## src/rtl/sound_voice_allocator_top_assert.svh

```systemverilog
// Assertion macros used by the top-level RTL file.
// SVA_CHECK gates the check with reset, SVA_CHECK_ALWAYS also runs during reset.
`ifndef SOUND_VOICE_ALLOCATOR_TOP_ASSERT_SVH
`define SOUND_VOICE_ALLOCATOR_TOP_ASSERT_SVH
`ifndef NO_ASSERTIONS
`define SVA_CHECK(label, prop, msg) \
  label: assert property (@(posedge clk) disable iff (rst) prop) else $error(msg);
`define SVA_CHECK_ALWAYS(label, prop, msg) \
  label: assert property (@(posedge clk) prop) else $error(msg);
`else
`define SVA_CHECK(label, prop, msg)
`define SVA_CHECK_ALWAYS(label, prop, msg)
`endif
`endif

```

## src/rtl/svalloc_pkg.sv

```systemverilog
package svalloc_pkg;

  localparam int DEF_MAX_SOURCES    = 16;
  localparam int DEF_BUFFER_ID_BITS = 10;

  localparam int ACTIVE_W = 5;
  localparam logic [ACTIVE_W-1:0] ACTIVE_RESET = 5'd6;

  // choice codes
  localparam logic [1:0] KIND_IDLE  = 2'd0;
  localparam logic [1:0] KIND_SAME  = 2'd1;
  localparam logic [1:0] KIND_STEAL = 2'd2;

  localparam int VOL_PCT_W   = 7;
  localparam int PITCH_PCT_W = 8;
  localparam logic signed [15:0] VOL_MIN   = 16'sd0;
  localparam logic signed [15:0] VOL_MAX   = 16'sd100;
  localparam logic signed [15:0] PITCH_MIN = 16'sd50;
  localparam logic signed [15:0] PITCH_MAX = 16'sd150;

  // register index
  localparam logic REG_ACTIVE_SOURCES = 1'b0;

  function automatic logic [VOL_PCT_W-1:0] clamp_volume(input logic signed [15:0] v);
    logic [VOL_PCT_W-1:0] r;
    if (v < VOL_MIN) r = VOL_MIN[VOL_PCT_W-1:0];
    else if (v > VOL_MAX) r = VOL_MAX[VOL_PCT_W-1:0];
    else r = v[VOL_PCT_W-1:0];
    return r;
  endfunction

  function automatic logic [PITCH_PCT_W-1:0] clamp_pitch(input logic signed [15:0] v);
    logic [PITCH_PCT_W-1:0] r;
    if (v < PITCH_MIN) r = PITCH_MIN[PITCH_PCT_W-1:0];
    else if (v > PITCH_MAX) r = PITCH_MAX[PITCH_PCT_W-1:0];
    else r = v[PITCH_PCT_W-1:0];
    return r;
  endfunction

endpackage

```

## src/rtl/svalloc_order.sv

```systemverilog
// Recency order store. Entries not written since reset or clear read as
// their own position (identity order).
module svalloc_order import svalloc_pkg::*; #(
  parameter int MAX_SOURCES = DEF_MAX_SOURCES,
  localparam int IDX_W = (MAX_SOURCES > 1) ? $clog2(MAX_SOURCES) : 1
) (
  input  logic             clk,
  input  logic             rst,
  input  logic             clear,
  input  logic [IDX_W-1:0] raddr,
  output logic [IDX_W-1:0] rd_val,
  input  logic             we,
  input  logic [IDX_W-1:0] waddr,
  input  logic [IDX_W-1:0] wdata
);

  logic [IDX_W-1:0]       mem [MAX_SOURCES];
  logic [MAX_SOURCES-1:0] vld;
  logic [IDX_W-1:0]       mem_q;
  logic [IDX_W-1:0]       raddr_q;
  logic                   vld_q;

  always_ff @(posedge clk) begin
    if (we) begin
      mem[waddr] <= wdata;
    end
    mem_q   <= mem[raddr];
    raddr_q <= raddr;
    vld_q   <= vld[raddr];
  end

  always_ff @(posedge clk) begin
    if (rst || clear) begin
      vld <= '0;
    end else if (we) begin
      vld[waddr] <= 1'b1;
    end
  end

  assign rd_val = vld_q ? mem_q : raddr_q;

endmodule

```

## src/rtl/svalloc_bufmem.sv

```systemverilog
// Attached buffer ids per source, with a has-buffer flag per source.
module svalloc_bufmem import svalloc_pkg::*; #(
  parameter int MAX_SOURCES    = DEF_MAX_SOURCES,
  parameter int BUFFER_ID_BITS = DEF_BUFFER_ID_BITS,
  localparam int IDX_W = (MAX_SOURCES > 1) ? $clog2(MAX_SOURCES) : 1
) (
  input  logic                      clk,
  input  logic                      rst,
  input  logic [IDX_W-1:0]          raddr,
  output logic [BUFFER_ID_BITS-1:0] rd_buf,
  output logic [MAX_SOURCES-1:0]    has_buf,
  input  logic                      we,
  input  logic [IDX_W-1:0]          waddr,
  input  logic [BUFFER_ID_BITS-1:0] wdata
);

  logic [BUFFER_ID_BITS-1:0] mem [MAX_SOURCES];

  always_ff @(posedge clk) begin
    if (we) begin
      mem[waddr] <= wdata;
    end
    rd_buf <= mem[raddr];
  end

  always_ff @(posedge clk) begin
    if (rst) begin
      has_buf <= '0;
    end else if (we) begin
      has_buf[waddr] <= 1'b1;
    end
  end

endmodule

```

## src/rtl/sound_voice_allocator_top.sv

```systemverilog
// Flow: n = active sources (1..MAX_SOURCES). A scan in recency order, then pick
//   (skipped when the scan finds an idle source), update and reorder (a read and a
//   write per position moved, plus a final write of the chosen source), then the result register.
// Throughput: one request at a time; the next is taken the cycle after the result
//   is registered, and the result register waits while the output is not ready.
// Reset (rst, synchronous): identity order, no buffers attached, active_sources 6.
`include "sound_voice_allocator_top_assert.svh"
module sound_voice_allocator_top import svalloc_pkg::*; #(
  parameter int MAX_SOURCES    = DEF_MAX_SOURCES,
  parameter int BUFFER_ID_BITS = DEF_BUFFER_ID_BITS,
  localparam int S_TDATA_W = ((BUFFER_ID_BITS + 48 + 7) / 8) * 8,
  localparam int M_TDATA_W = 24
) (
  input  logic                 clk,
  input  logic                 rst,
  // request: buffer_id, playing_mask[15:0], volume[15:0], pitch[15:0]
  input  logic                 s_tvalid,
  output logic                 s_tready,
  input  logic [S_TDATA_W-1:0] s_tdata,
  // result: source_index[3:0], switch_buffer, choice_kind[1:0],
  //         volume_pct[6:0], pitch_pct[7:0]
  output logic                 m_tvalid,
  input  logic                 m_tready,
  output logic [M_TDATA_W-1:0] m_tdata,
  // config
  input  logic                 psel,
  input  logic                 penable,
  input  logic                 pwrite,
  input  logic [2:0]           paddr,
  input  logic [31:0]          pwdata,
  output logic [31:0]          prdata,
  output logic                 pready
);

  localparam int IDX_W = (MAX_SOURCES > 1) ? $clog2(MAX_SOURCES) : 1;
  localparam int CNT_W = $clog2(MAX_SOURCES + 1);

  // sequencer states
  localparam logic [2:0] S_IDLE = 3'd0;
  localparam logic [2:0] S_SCAN = 3'd1;
  localparam logic [2:0] S_PICK = 3'd2;
  localparam logic [2:0] S_UPD  = 3'd3;
  localparam logic [2:0] S_SHRD = 3'd4;
  localparam logic [2:0] S_SHWR = 3'd5;
  localparam logic [2:0] S_OUT  = 3'd6;

  // Effective source count: zero acts as one, large values saturate.
  function automatic logic [CNT_W-1:0] src_count(input logic [ACTIVE_W-1:0] a);
    int c;
    if (a == '0) c = 1;
    else if (int'(a) > MAX_SOURCES) c = MAX_SOURCES;
    else c = int'(a);
    return CNT_W'(c);
  endfunction

  logic [2:0] state;

  // configuration
  logic [ACTIVE_W-1:0] active_sources;
  logic [CNT_W-1:0]    nsrc;
  logic [IDX_W-1:0]    n_last;
  logic                cfg_wr;
  logic [CNT_W-1:0]    cfg_cnt;

  assign pready  = 1'b1;
  assign cfg_wr  = psel && penable && pwrite && (paddr[2] == REG_ACTIVE_SOURCES);
  assign prdata  = (paddr[2] == REG_ACTIVE_SOURCES) ? 32'(active_sources) : 32'd0;
  assign cfg_cnt = src_count(pwdata[ACTIVE_W-1:0]);

  always_ff @(posedge clk) begin
    if (rst) begin
      active_sources <= ACTIVE_RESET;
      nsrc           <= src_count(ACTIVE_RESET);
      n_last         <= IDX_W'(src_count(ACTIVE_RESET) - 1'b1);
    end else if (cfg_wr) begin
      active_sources <= pwdata[ACTIVE_W-1:0];
      nsrc           <= cfg_cnt;
      n_last         <= IDX_W'(cfg_cnt - 1'b1);
    end
  end

  // latched request
  logic [BUFFER_ID_BITS-1:0] req_buf;
  logic [15:0]               req_mask;
  logic signed [15:0]        req_vol;
  logic signed [15:0]        req_pitch;

  // scan pipeline: issue -> order read -> buffer read -> compare
  logic [CNT_W-1:0]    rd_p;
  logic                issue_v;
  logic                st1_v;
  logic [IDX_W-1:0]    st1_p;
  logic [IDX_W-1:0]    s1;
  logic [5:0]          s1_ext;
  logic                st2_v;
  logic [IDX_W-1:0]    st2_p;
  logic [IDX_W-1:0]    st2_s;
  logic                st2_hb;
  logic                st2_busy;
  logic                ev_idle;
  logic                ev_same;
  logic                ev_sw;
  logic                scan_done;

  // scan results
  logic                found_same;
  logic [IDX_W-1:0]    same_pos;
  logic [IDX_W-1:0]    same_src;
  logic [IDX_W-1:0]    p0_src;
  logic                p0_sw;

  // chosen source
  logic [IDX_W-1:0]    ch_src;
  logic [IDX_W-1:0]    sh_p;
  logic [1:0]          ch_kind;
  logic                ch_sw;
  logic [5:0]          ch_src_ext;

  // store ports
  logic [IDX_W-1:0]          ord_raddr;
  logic [IDX_W-1:0]          ord_rd;
  logic                      ord_we;
  logic [IDX_W-1:0]          ord_wdata;
  logic [BUFFER_ID_BITS-1:0] buf_rd;
  logic [MAX_SOURCES-1:0]    has_buf;
  logic                      buf_we;

  assign s_tready = (state == S_IDLE);

  assign issue_v = (state == S_SCAN) && (rd_p < nsrc);
  assign s1      = ord_rd;
  assign s1_ext  = 6'(s1);

  // shared compare unit
  assign ev_idle   = !st2_hb || !st2_busy;
  assign ev_same   = st2_hb && (buf_rd == req_buf);
  assign ev_sw     = !st2_hb || (buf_rd != req_buf);
  assign scan_done = st2_v && (ev_idle || (st2_p == n_last));

  assign ord_raddr = (state == S_SHRD) ? IDX_W'(sh_p + 1'b1) : rd_p[IDX_W-1:0];
  // shift down one place at a time; the chosen source lands at the top
  assign ord_we    = (state == S_SHWR) || ((state == S_SHRD) && (sh_p == n_last));
  assign ord_wdata = (state == S_SHWR) ? ord_rd : ch_src;
  assign buf_we    = (state == S_UPD);

  svalloc_order #(.MAX_SOURCES(MAX_SOURCES)) u_order (
    .clk    (clk),
    .rst    (rst),
    .clear  (cfg_wr),
    .raddr  (ord_raddr),
    .rd_val (ord_rd),
    .we     (ord_we),
    .waddr  (sh_p),
    .wdata  (ord_wdata)
  );

  svalloc_bufmem #(
    .MAX_SOURCES    (MAX_SOURCES),
    .BUFFER_ID_BITS (BUFFER_ID_BITS)
  ) u_bufmem (
    .clk     (clk),
    .rst     (rst),
    .raddr   (s1),
    .rd_buf  (buf_rd),
    .has_buf (has_buf),
    .we      (buf_we),
    .waddr   (ch_src),
    .wdata   (req_buf)
  );

  // payload registers
  always_ff @(posedge clk) begin
    if (s_tvalid && s_tready) begin
      req_buf   <= s_tdata[BUFFER_ID_BITS-1:0];
      req_mask  <= s_tdata[BUFFER_ID_BITS+15:BUFFER_ID_BITS];
      req_vol   <= s_tdata[BUFFER_ID_BITS+31:BUFFER_ID_BITS+16];
      req_pitch <= s_tdata[BUFFER_ID_BITS+47:BUFFER_ID_BITS+32];
    end
    st1_p    <= rd_p[IDX_W-1:0];
    st2_p    <= st1_p;
    st2_s    <= s1;
    st2_hb   <= has_buf[s1];
    // playing bits above source 15 do not exist
    st2_busy <= (s1_ext[5:4] == 2'b00) && req_mask[s1_ext[3:0]];
  end

  assign ch_src_ext = 6'(ch_src);

  // sequencer
  always_ff @(posedge clk) begin
    if (rst) begin
      state      <= S_IDLE;
      rd_p       <= '0;
      st1_v      <= 1'b0;
      st2_v      <= 1'b0;
      found_same <= 1'b0;
      m_tvalid   <= 1'b0;
    end else begin
      st1_v <= issue_v && !scan_done;
      st2_v <= st1_v && (state == S_SCAN) && !scan_done;
      // S_OUT reloads the result register itself
      if (m_tvalid && m_tready && (state != S_OUT)) begin
        m_tvalid <= 1'b0;
      end
      unique case (state)
        S_IDLE: begin
          if (s_tvalid) begin
            state      <= S_SCAN;
            rd_p       <= '0;
            found_same <= 1'b0;
          end
        end
        S_SCAN: begin
          if (issue_v) begin
            rd_p <= rd_p + 1'b1;
          end
          if (st2_v) begin
            if (ev_idle) begin
              sh_p    <= st2_p;
              ch_src  <= st2_s;
              ch_kind <= KIND_IDLE;
              ch_sw   <= ev_sw;
              state   <= S_UPD;
            end else begin
              if (ev_same && !found_same) begin
                found_same <= 1'b1;
                same_pos   <= st2_p;
                same_src   <= st2_s;
              end
              if (st2_p == '0) begin
                p0_src <= st2_s;
                p0_sw  <= ev_sw;
              end
              if (st2_p == n_last) begin
                state <= S_PICK;
              end
            end
          end
        end
        S_PICK: begin
          if (found_same) begin
            sh_p    <= same_pos;
            ch_src  <= same_src;
            ch_kind <= KIND_SAME;
            ch_sw   <= 1'b0;
          end else begin
            sh_p    <= '0;
            ch_src  <= p0_src;
            ch_kind <= KIND_STEAL;
            ch_sw   <= p0_sw;
          end
          state <= S_UPD;
        end
        S_UPD: begin
          state <= S_SHRD;
        end
        S_SHRD: begin
          if (sh_p == n_last) begin
            state <= S_OUT;
          end else begin
            state <= S_SHWR;
          end
        end
        S_SHWR: begin
          sh_p  <= IDX_W'(sh_p + 1'b1);
          state <= S_SHRD;
        end
        S_OUT: begin
          if (!m_tvalid || m_tready) begin
            m_tvalid <= 1'b1;
            m_tdata  <= {2'b00, clamp_pitch(req_pitch), clamp_volume(req_vol),
                         ch_kind, ch_sw, ch_src_ext[3:0]};
            state    <= S_IDLE;
          end
        end
        default: begin
          state <= S_IDLE;
        end
      endcase
    end
  end

  `SVA_CHECK(a_same_no_switch, m_tvalid && (m_tdata[6:5] == KIND_SAME) |-> !m_tdata[4], "same-buffer choice flagged a switch")
  `SVA_CHECK(a_scan_in_range, st2_v |-> (CNT_W'(st2_p) < nsrc), "scan position past active sources")
  `SVA_CHECK(a_shift_in_range, ord_we |-> (sh_p <= n_last), "reorder write past last active source")
  `SVA_CHECK_ALWAYS(a_reset_quiet, rst |=> !m_tvalid && (state == S_IDLE), "result pending after reset")

endmodule
```

## config.mk

```make
export PLATFORM = sky130hd
export DESIGN_NAME = sound_voice_allocator_top
export DESIGN_NICKNAME = d
export VERILOG_FILES = /design/src/rtl/svalloc_pkg.sv /design/src/rtl/svalloc_order.sv /design/src/rtl/svalloc_bufmem.sv /design/src/rtl/sound_voice_allocator_top.sv
export VERILOG_INCLUDE_DIRS = /design/src /design/src/rtl
export SDC_FILE = /design/constraint.sdc
export NUM_CORES = 1
export LEC_CHECK = 0
export BUFFER_PORTS_ARGS = -buffer_cell sky130_fd_sc_hd__buf_2
export CORE_MARGIN = 2
export CORE_UTILIZATION = 58
export CTS_BUF_LIST = sky130_fd_sc_hd__clkbuf_8
export DETAILED_ROUTE_END_ITERATION = 8
export HOLD_SLACK_MARGIN = 0.02
export PLACE_DENSITY = 0.78
export SLEW_MARGIN = 15
export SYNTH_ARGS = -nofsm -noshare
export SYNTH_HDL_FRONTEND = slang
export SYNTH_SLANG_ARGS = --single-unit
```

## constraint.sdc

```tcl
create_clock -name clk -period 3.4 [get_ports clk]
set_input_delay 0 -clock clk [delete_from_list [all_inputs] [get_ports clk]]
set_output_delay 0 -clock clk [all_outputs]
set_load 0.02 [all_outputs]
```

## Word-level counts from Yosys, hierarchy flattened

Memories as Yosys holds them, arrays and structs flattened. A register that Yosys moved wholly into a read port is not among the register bits.
Cells that the tools add are included.
Widths: inputs -> output; s select.

- Mux-type cells: 56
- Order comparisons: 12
- Reduce and logical (&&, ||, !) cells: 44
- Bitwise operators: 5
- Add/sub/neg operators: 3
- Eq/ne operators: 19

Operators with widths:

| kind | number |
|---|---|
| $mux 4 | 9 |
| $or 16x16->16 | 2 |
| $mux 5 | 5 |
| $lt 4x5->1 const B | 4 |
| $mux 1 | 19 |
| $pmux 3 s6 | 1 |
| $gt 16x8->1 const B | 1 |
| $gt 16x9->1 const B | 1 |
| $logic_and 1x1->1 | 16 |
| $lt 16x1->1 const B | 1 |
| $lt 16x7->1 const B | 1 |
| $mux 3 | 5 |
| $reduce_and 5->1 | 3 |
| $bmux 1 s4 | 3 |
| $ne 2x2->1 const B | 6 |
| $pmux 4 s3 | 1 |
| $reduce_and 4->1 | 3 |
| $eq 10x10->1 | 1 |
| $ne 10x10->1 | 1 |
| $pmux 5 s2 | 1 |
| $eq 3x3->1 const B | 3 |
| $demux 1 s4 | 2 |
| $eq 4x4->1 | 2 |
| $ge 4x1->1 const B | 2 |
| 26 further kinds | 46 |

- Memories: 2
- Input port bits: 106
- Output and inout port bits: 59
- Flip-flop bits (word level): 181
- Logic and storage cells: 176
- RAM bits: 224

Memories:

| memory | depth | width | read ports | clocked after Yosys merged registers in | wr ports | line | source |
|---|---|---|---|---|---|---|---|
| u_bufmem.mem | 16 | 10 | 1 | 1 | 1 | svalloc_bufmem.sv:17 | `logic [BUFFER_ID_BITS-1:0] mem [MAX_SOURCES];` |
| u_order.mem | 16 | 4 | 1 | 1 | 1 | svalloc_order.sv:17 | `logic [IDX_W-1:0] mem [MAX_SOURCES];` |

## Longest topological paths before layout

- Depth in word-level cells: 7
- Gate-level depth with buffers: 9
- Depth with buffers taken out: 7

## Cells and area by module

Synthesis repeated with hierarchy kept, for this count alone.

- Cell total of the unflattened synthesis: 968
- Area, all modules: 16107.9 µm²

Modules (own cells, without submodules):

| module | cells an instance | area an instance (µm²) | instances |
|---|---|---|---|
| svalloc_bufmem | 338 | 6881.6 | 1 |
| sound_voice_allocator_top | 448 | 5913.2 | 1 |
| svalloc_order | 182 | 3313.2 | 1 |

## Least setup slack after synthesis

No wires, ideal clock.

- Kind: register to register
- From: reg state[2]
- To: reg rd_p[2]
- Cell stages (with the launch flop): 7
- Data required time: 3284 ps
- Setup slack: 256 ps
- Clock period less this slack: 3144 ps
- Arrival time: 3028 ps
- Cell sequence: dfxtp_1 nor3_1 and2_1 nor2_1 nand2_1 a21oi_1 a31o_2

- Elaborated cells on any way between the ends: 8
- Classes of those cells: eq/ne (3); mux (1); reduce/logical (4)

RTL lines:

| element | line | source |
|---|---|---|
| start: declaration | sound_voice_allocator_top.sv:56 | `logic [2:0] state;` |
| start signal: assignment | sound_voice_allocator_top.sv:192 | `state <= S_IDLE;` |
| start signal: assignment | sound_voice_allocator_top.sv:208 | `state <= S_SCAN;` |
| start signal: assignment | sound_voice_allocator_top.sv:223 | `state <= S_UPD;` |
| $logic_not 3->1 * | - |  |
| net s_tready | sound_voice_allocator_top.sv:18 | `output logic s_tready,` |
| $ne 2x2->1 (no line) or $reduce_bool 2->1 (tied branches) | - |  |
| $reduce_and 3->1 (no line) | - |  |
| end signal: assignment | sound_voice_allocator_top.sv:215 | `rd_p <= rd_p + 1'b1;` |
| end: declaration | sound_voice_allocator_top.sv:89 | `logic [CNT_W-1:0] rd_p;` |

Mark *: on every way through the listed nets, which the timed path passes. The rest lies on a longest branch.
A chain may end at the register's enable or synchronous reset.

## Worst setup path in the final report

- From: reg state[2]
- To: mem u_order.mem[3][2] in the netlist's numbering (enable)

- Word-level cells in the longest chain between the ends: 5
- Elaborated cells on any way between the ends: 6
- Classes of those cells: eq/ne (2); mux (2); reduce/logical (2)

RTL lines:

| element | line | source |
|---|---|---|
| $eq 3x3->1 | sound_voice_allocator_top.sv:142 | `assign ord_we = (state == S_SHWR) \|\| ((state == S_SHRD) && (sh_p == n_last));` |
| $logic_and 1x1->1 | sound_voice_allocator_top.sv:142 |  |
| $logic_or 1x1->1 * | sound_voice_allocator_top.sv:142 |  |
| $mux 1 * | svalloc_order.sv:24 | `if (we) begin` |
| $mux 1 (implied by the code) * | svalloc_order.sv:25 | `mem[waddr] <= wdata;` |
| end: declaration | svalloc_order.sv:17 |  |

Mark *: on every way between the ends. The rest lies on a longest branch, timed or not.

==> summary.md <==
| Metric | Value |
|---|---|
| # rows | `62` |
| Final hold slack | `0.0583 ns` |
| Crit. Startpoint | `state[2]$_SDFFE_PP0P_` |
| DRC errors left | `0` |
| Yosys top cell area share | `58.8%` |
| CORE AREA | `28500 um2` |
| Clock Latency Late Sink | `0.58 ns` |
| Area growth syn-to-layout | `17.0%` |
| Final min period | `2.83 ns` |
| Worst setup skew after layout | `0.0289 ns` |
| CTS buffer count | `66` |
| Most numerous cell in the Yosys netlist | `edfxtp_1` |
| Clock share of power | `37.1%` |
| Seq/Total Area, Yosys | `69.7%` |
| Setup TNS Final | `0 ns` |
| Worst-Margin Slew | `0.973 ns` |
| GPL Wtd Cong | `0.831` |
| Critical path required time | `3.61 ns` |
| Via/cell ratio | `5.69` |
| Root Buffer | `clkbuf_8` |
| Hold path endpoint | `u_bufmem.has_buf[12]$_SDFFE_PP0N_` |
| Crit path DAT | `3.03 ns` |
| Slew margin rel. | `35.1%` |
| CTS tree | `done` |
| Ys flop type | `edfxtp_1` |
| CP delay by family, top | `simple AND/OR/NAND/NOR gates` |
| Starting DRT DRC Count | `846` |
| Setup crit end kind | `flip-flop` |
| Synth area leaders | `edfxtp_1 (59%), dfxtp_1 (11%), nand2_1 (5.3%)` |
| Synth warn | `0` |
| Largest net degree at the start of global routing | `98` |
| Congestion Overflow GR | `0` |
| Hold path startpoint | `rst` |
| Clock Tree Buf Depth | `3` |
| PwrDens | `525 nW/um2` |
| Post-synth top cells | `edfxtp_1 (328), nand2_1 (236), nand3_1 (98)` |
| Post-synth EDFFs | `328` |
| Die Width | `174 um` |
| Initial antenna violation count | `1` |
| # setup viols final | `0` |
| Synth area leader | `edfxtp_1` |
| Reg2reg end | `u_order.mem[3][2]$_DFFE_PP_` |
| Total die area | `30200 um2` |
| Layout Nets | `1602` |
| Highest Clock Rate | `354 MHz` |
| H-tree depth | `3` |
| Worst-case reg-to-reg path depth | `4` |
| Number of buffers added on ports | `99` |
| Lkg Pwr | `7.36 nW` |
| Peak VDD IR | `0.400 mV` |
| Slowest Stage Delay on Critical Path | `0.59 ns` |
| CTS Sinks | `419` |
| Post-synth cell types | `56` |
| Status | `complete, no violations` |
| First-pass GRT wire length | `57.6 mm` |
| Crit path buffers/inverters | `0` |
| Period Utilization, post-route | `83.1%` |
| WL per Instance | `19.1 um` |
| Internal | `7.87 mW` |
| Mapped Avg Cell Area | `13.1 um2` |
| Hold Fails Final Rpt | `0` |
| Total number of vias | `10.9k` |
| Max-cap violations | `0` |
| Total track usage | `24.6%` |
| Share of cells above drive strength 1 | `17.1%` |
| Crit path kind | `flip-flop to flip-flop` |
| I/O pins | `165` |
| Drt pass-1 iters | `5` |
| Die height | `174 um` |
| Max Slew Vio Count | `0` |
| Post-CTS Setup Repair Bufs | `0` |
| Min-delay worst type | `input port to flip-flop` |
| Crit-path max FO | `16` |
| #FFs+latches synth | `419` |
| Worst r2r src | `state[2]$_SDFFE_PP0P_` |
| NetSw | `2.41 mW` |
| Logic pwr share | `6.9%` |
| Async set-or-reset flop fraction in the synthesized netlist | `0%` |
| RSZ-0062 raised after global routing | `no` |
| Sw Ratio | `23.4%` |
| Mapped cell area | `16700 um2` |
| Hold Crit Depth | `2` |
| Hpwl dp | `21.2 mm` |
| DRT antenna net count | `0` |
| Reg power frac | `56.0%` |
| Crit start category | `flip-flop` |
| WL final | `36.7 mm` |
| Starting density of the core | `58.7%` |
| Slowest cell on crit path | `dfxtp_1` |
| Synthesized instance count | `1281` |
| Vias in the first global route | `11.0k` |
| Reg2Reg Setup Slack | `0.57 ns` |
| Reg clk slew, reported paths | `0.06 ns` |
| Critical-path cell list | `or3b_1 > o21ai_0 > nand2_1 > nor3_1` |
==> registers in the layout (all words and copies together), names as in the netlist, 16 cells and up <==
register          count
req_pitch            16
m_tdata              22
u_order.mem          64
u_order.vld          16
req_mask             16
req_vol              16
u_bufmem.has_buf     16
u_bufmem.mem        160
==> logic make-up after synthesis <==
kind of cell / after synthesis / share of synthesized area (%)
other: 2 / 0.0448
AO/OA/AOI/OAI: 119 / 5.00
buffers and inverters: 108 / 3.33
AND/OR/NAND/NOR: 527 / 14.1
flip-flops: 419 / 69.7
adder cells (fa/ha/maj): 10 / 0.747
multiplexers: 73 / 5.88
XOR/XNOR: 23 / 1.20
==> stage by stage <==
stage	instances	area, um2	utilization [%]	power (mW)	setup slack (ns)
after global placement	1737	17700	62.2	6.47	0.731
after floorplan	1309	16900	-	6.29	0.256
final	1923	19600	68.6	10.3	0.575
after detailed placement	1737	17700	62.2	6.50	0.592
after CTS	1922	19600	68.6	10.3	0.570
after global routing	1923	19600	68.6	10.6	0.348
==> cells in the final DEF (no fill, tap or decap), types with 7 or more instances in the layout <==
cell type / count
edfxtp_1: 328
o21a_1: 18
o21ai_0: 9
a21oi_1: 21
dlygate4sd3_1: 65
nor2b_1: 9
dfxtp_1: 91
mux2i_1: 48
mux4_2: 20
a31oi_1: 15
nand3_1: 98
a311oi_1: 24
nand3b_1: 7
xnor2_1: 14
inv_1: 39
nand2_1: 236
and3_1: 15
conb_1: 30
clkbuf_8: 71
xor2_1: 9
nand2b_1: 10
nor3_1: 13
ha_1: 10
and2_1: 7
buf_2: 99
buf_4: 36
clkinv_1: 11
nor2_1: 94
==> timing repair <==
item | 4_1_cts | 5_1_grt
gates resized for setup | 0 | 0
hold endpoints to repair | 78 | 0
endpoints found under the setup margin | 0 | 0
hold buffers | 65 | 0
==> worst max path at each step <==
stage | endpoint | slack [ns] | cells past startpoint
floorplan | rd_p[2]$_SDFFE_PP0P_ | 0.26 | 6
global placement | u_order.mem[3][3]$_DFFE_PP_ | 0.73 | 4
detailed placement | u_order.mem[3][2]$_DFFE_PP_ | 0.59 | 4
CTS | u_order.mem[3][3]$_DFFE_PP_ | 0.57 | 4
global route | u_order.mem[3][2]$_DFFE_PP_ | 0.35 | 4
finish | u_order.mem[3][2]$_DFFE_PP_ | 0.57 | 4
==> power groups by stage <==
stage                     clock network [mW]  logic [mW]  registers [mW]
after floorplan                            0       0.477            5.81
after global placement                     0       0.622            5.85
after detailed placement                   0       0.639            5.86
after CTS                               3.87       0.699            5.75
after global routing                    4.10       0.773            5.77
final                                   3.82       0.707            5.76
==> layer usage <==
metal / routed length [um] / part of all wire, % / vias to the layer above / global-route usage (%)
met3: 2590 / 7.1 / 103 / 4.20
met4: 1370 / 3.7 / 0 / 11.7
met1: 14500 / 39 / 5300 / 31.3
li1: - / - / 5040 / -
met5: 0 / 0 / - / 0
met2: 18300 / 50 / 498 / 41.3
==> cell type report <==
cell class,instances,area [um2]
sequential,419,11700
fill,1961,8950
multi-input combinational,782,4700
timing repair buffer,204,1500
clock buffer,71,977
tap,384,480
clock inverter,49,216
inverter,13,48.8
antenna,1,2.50
No activity file was read; power rests on OpenSTA's default activity.
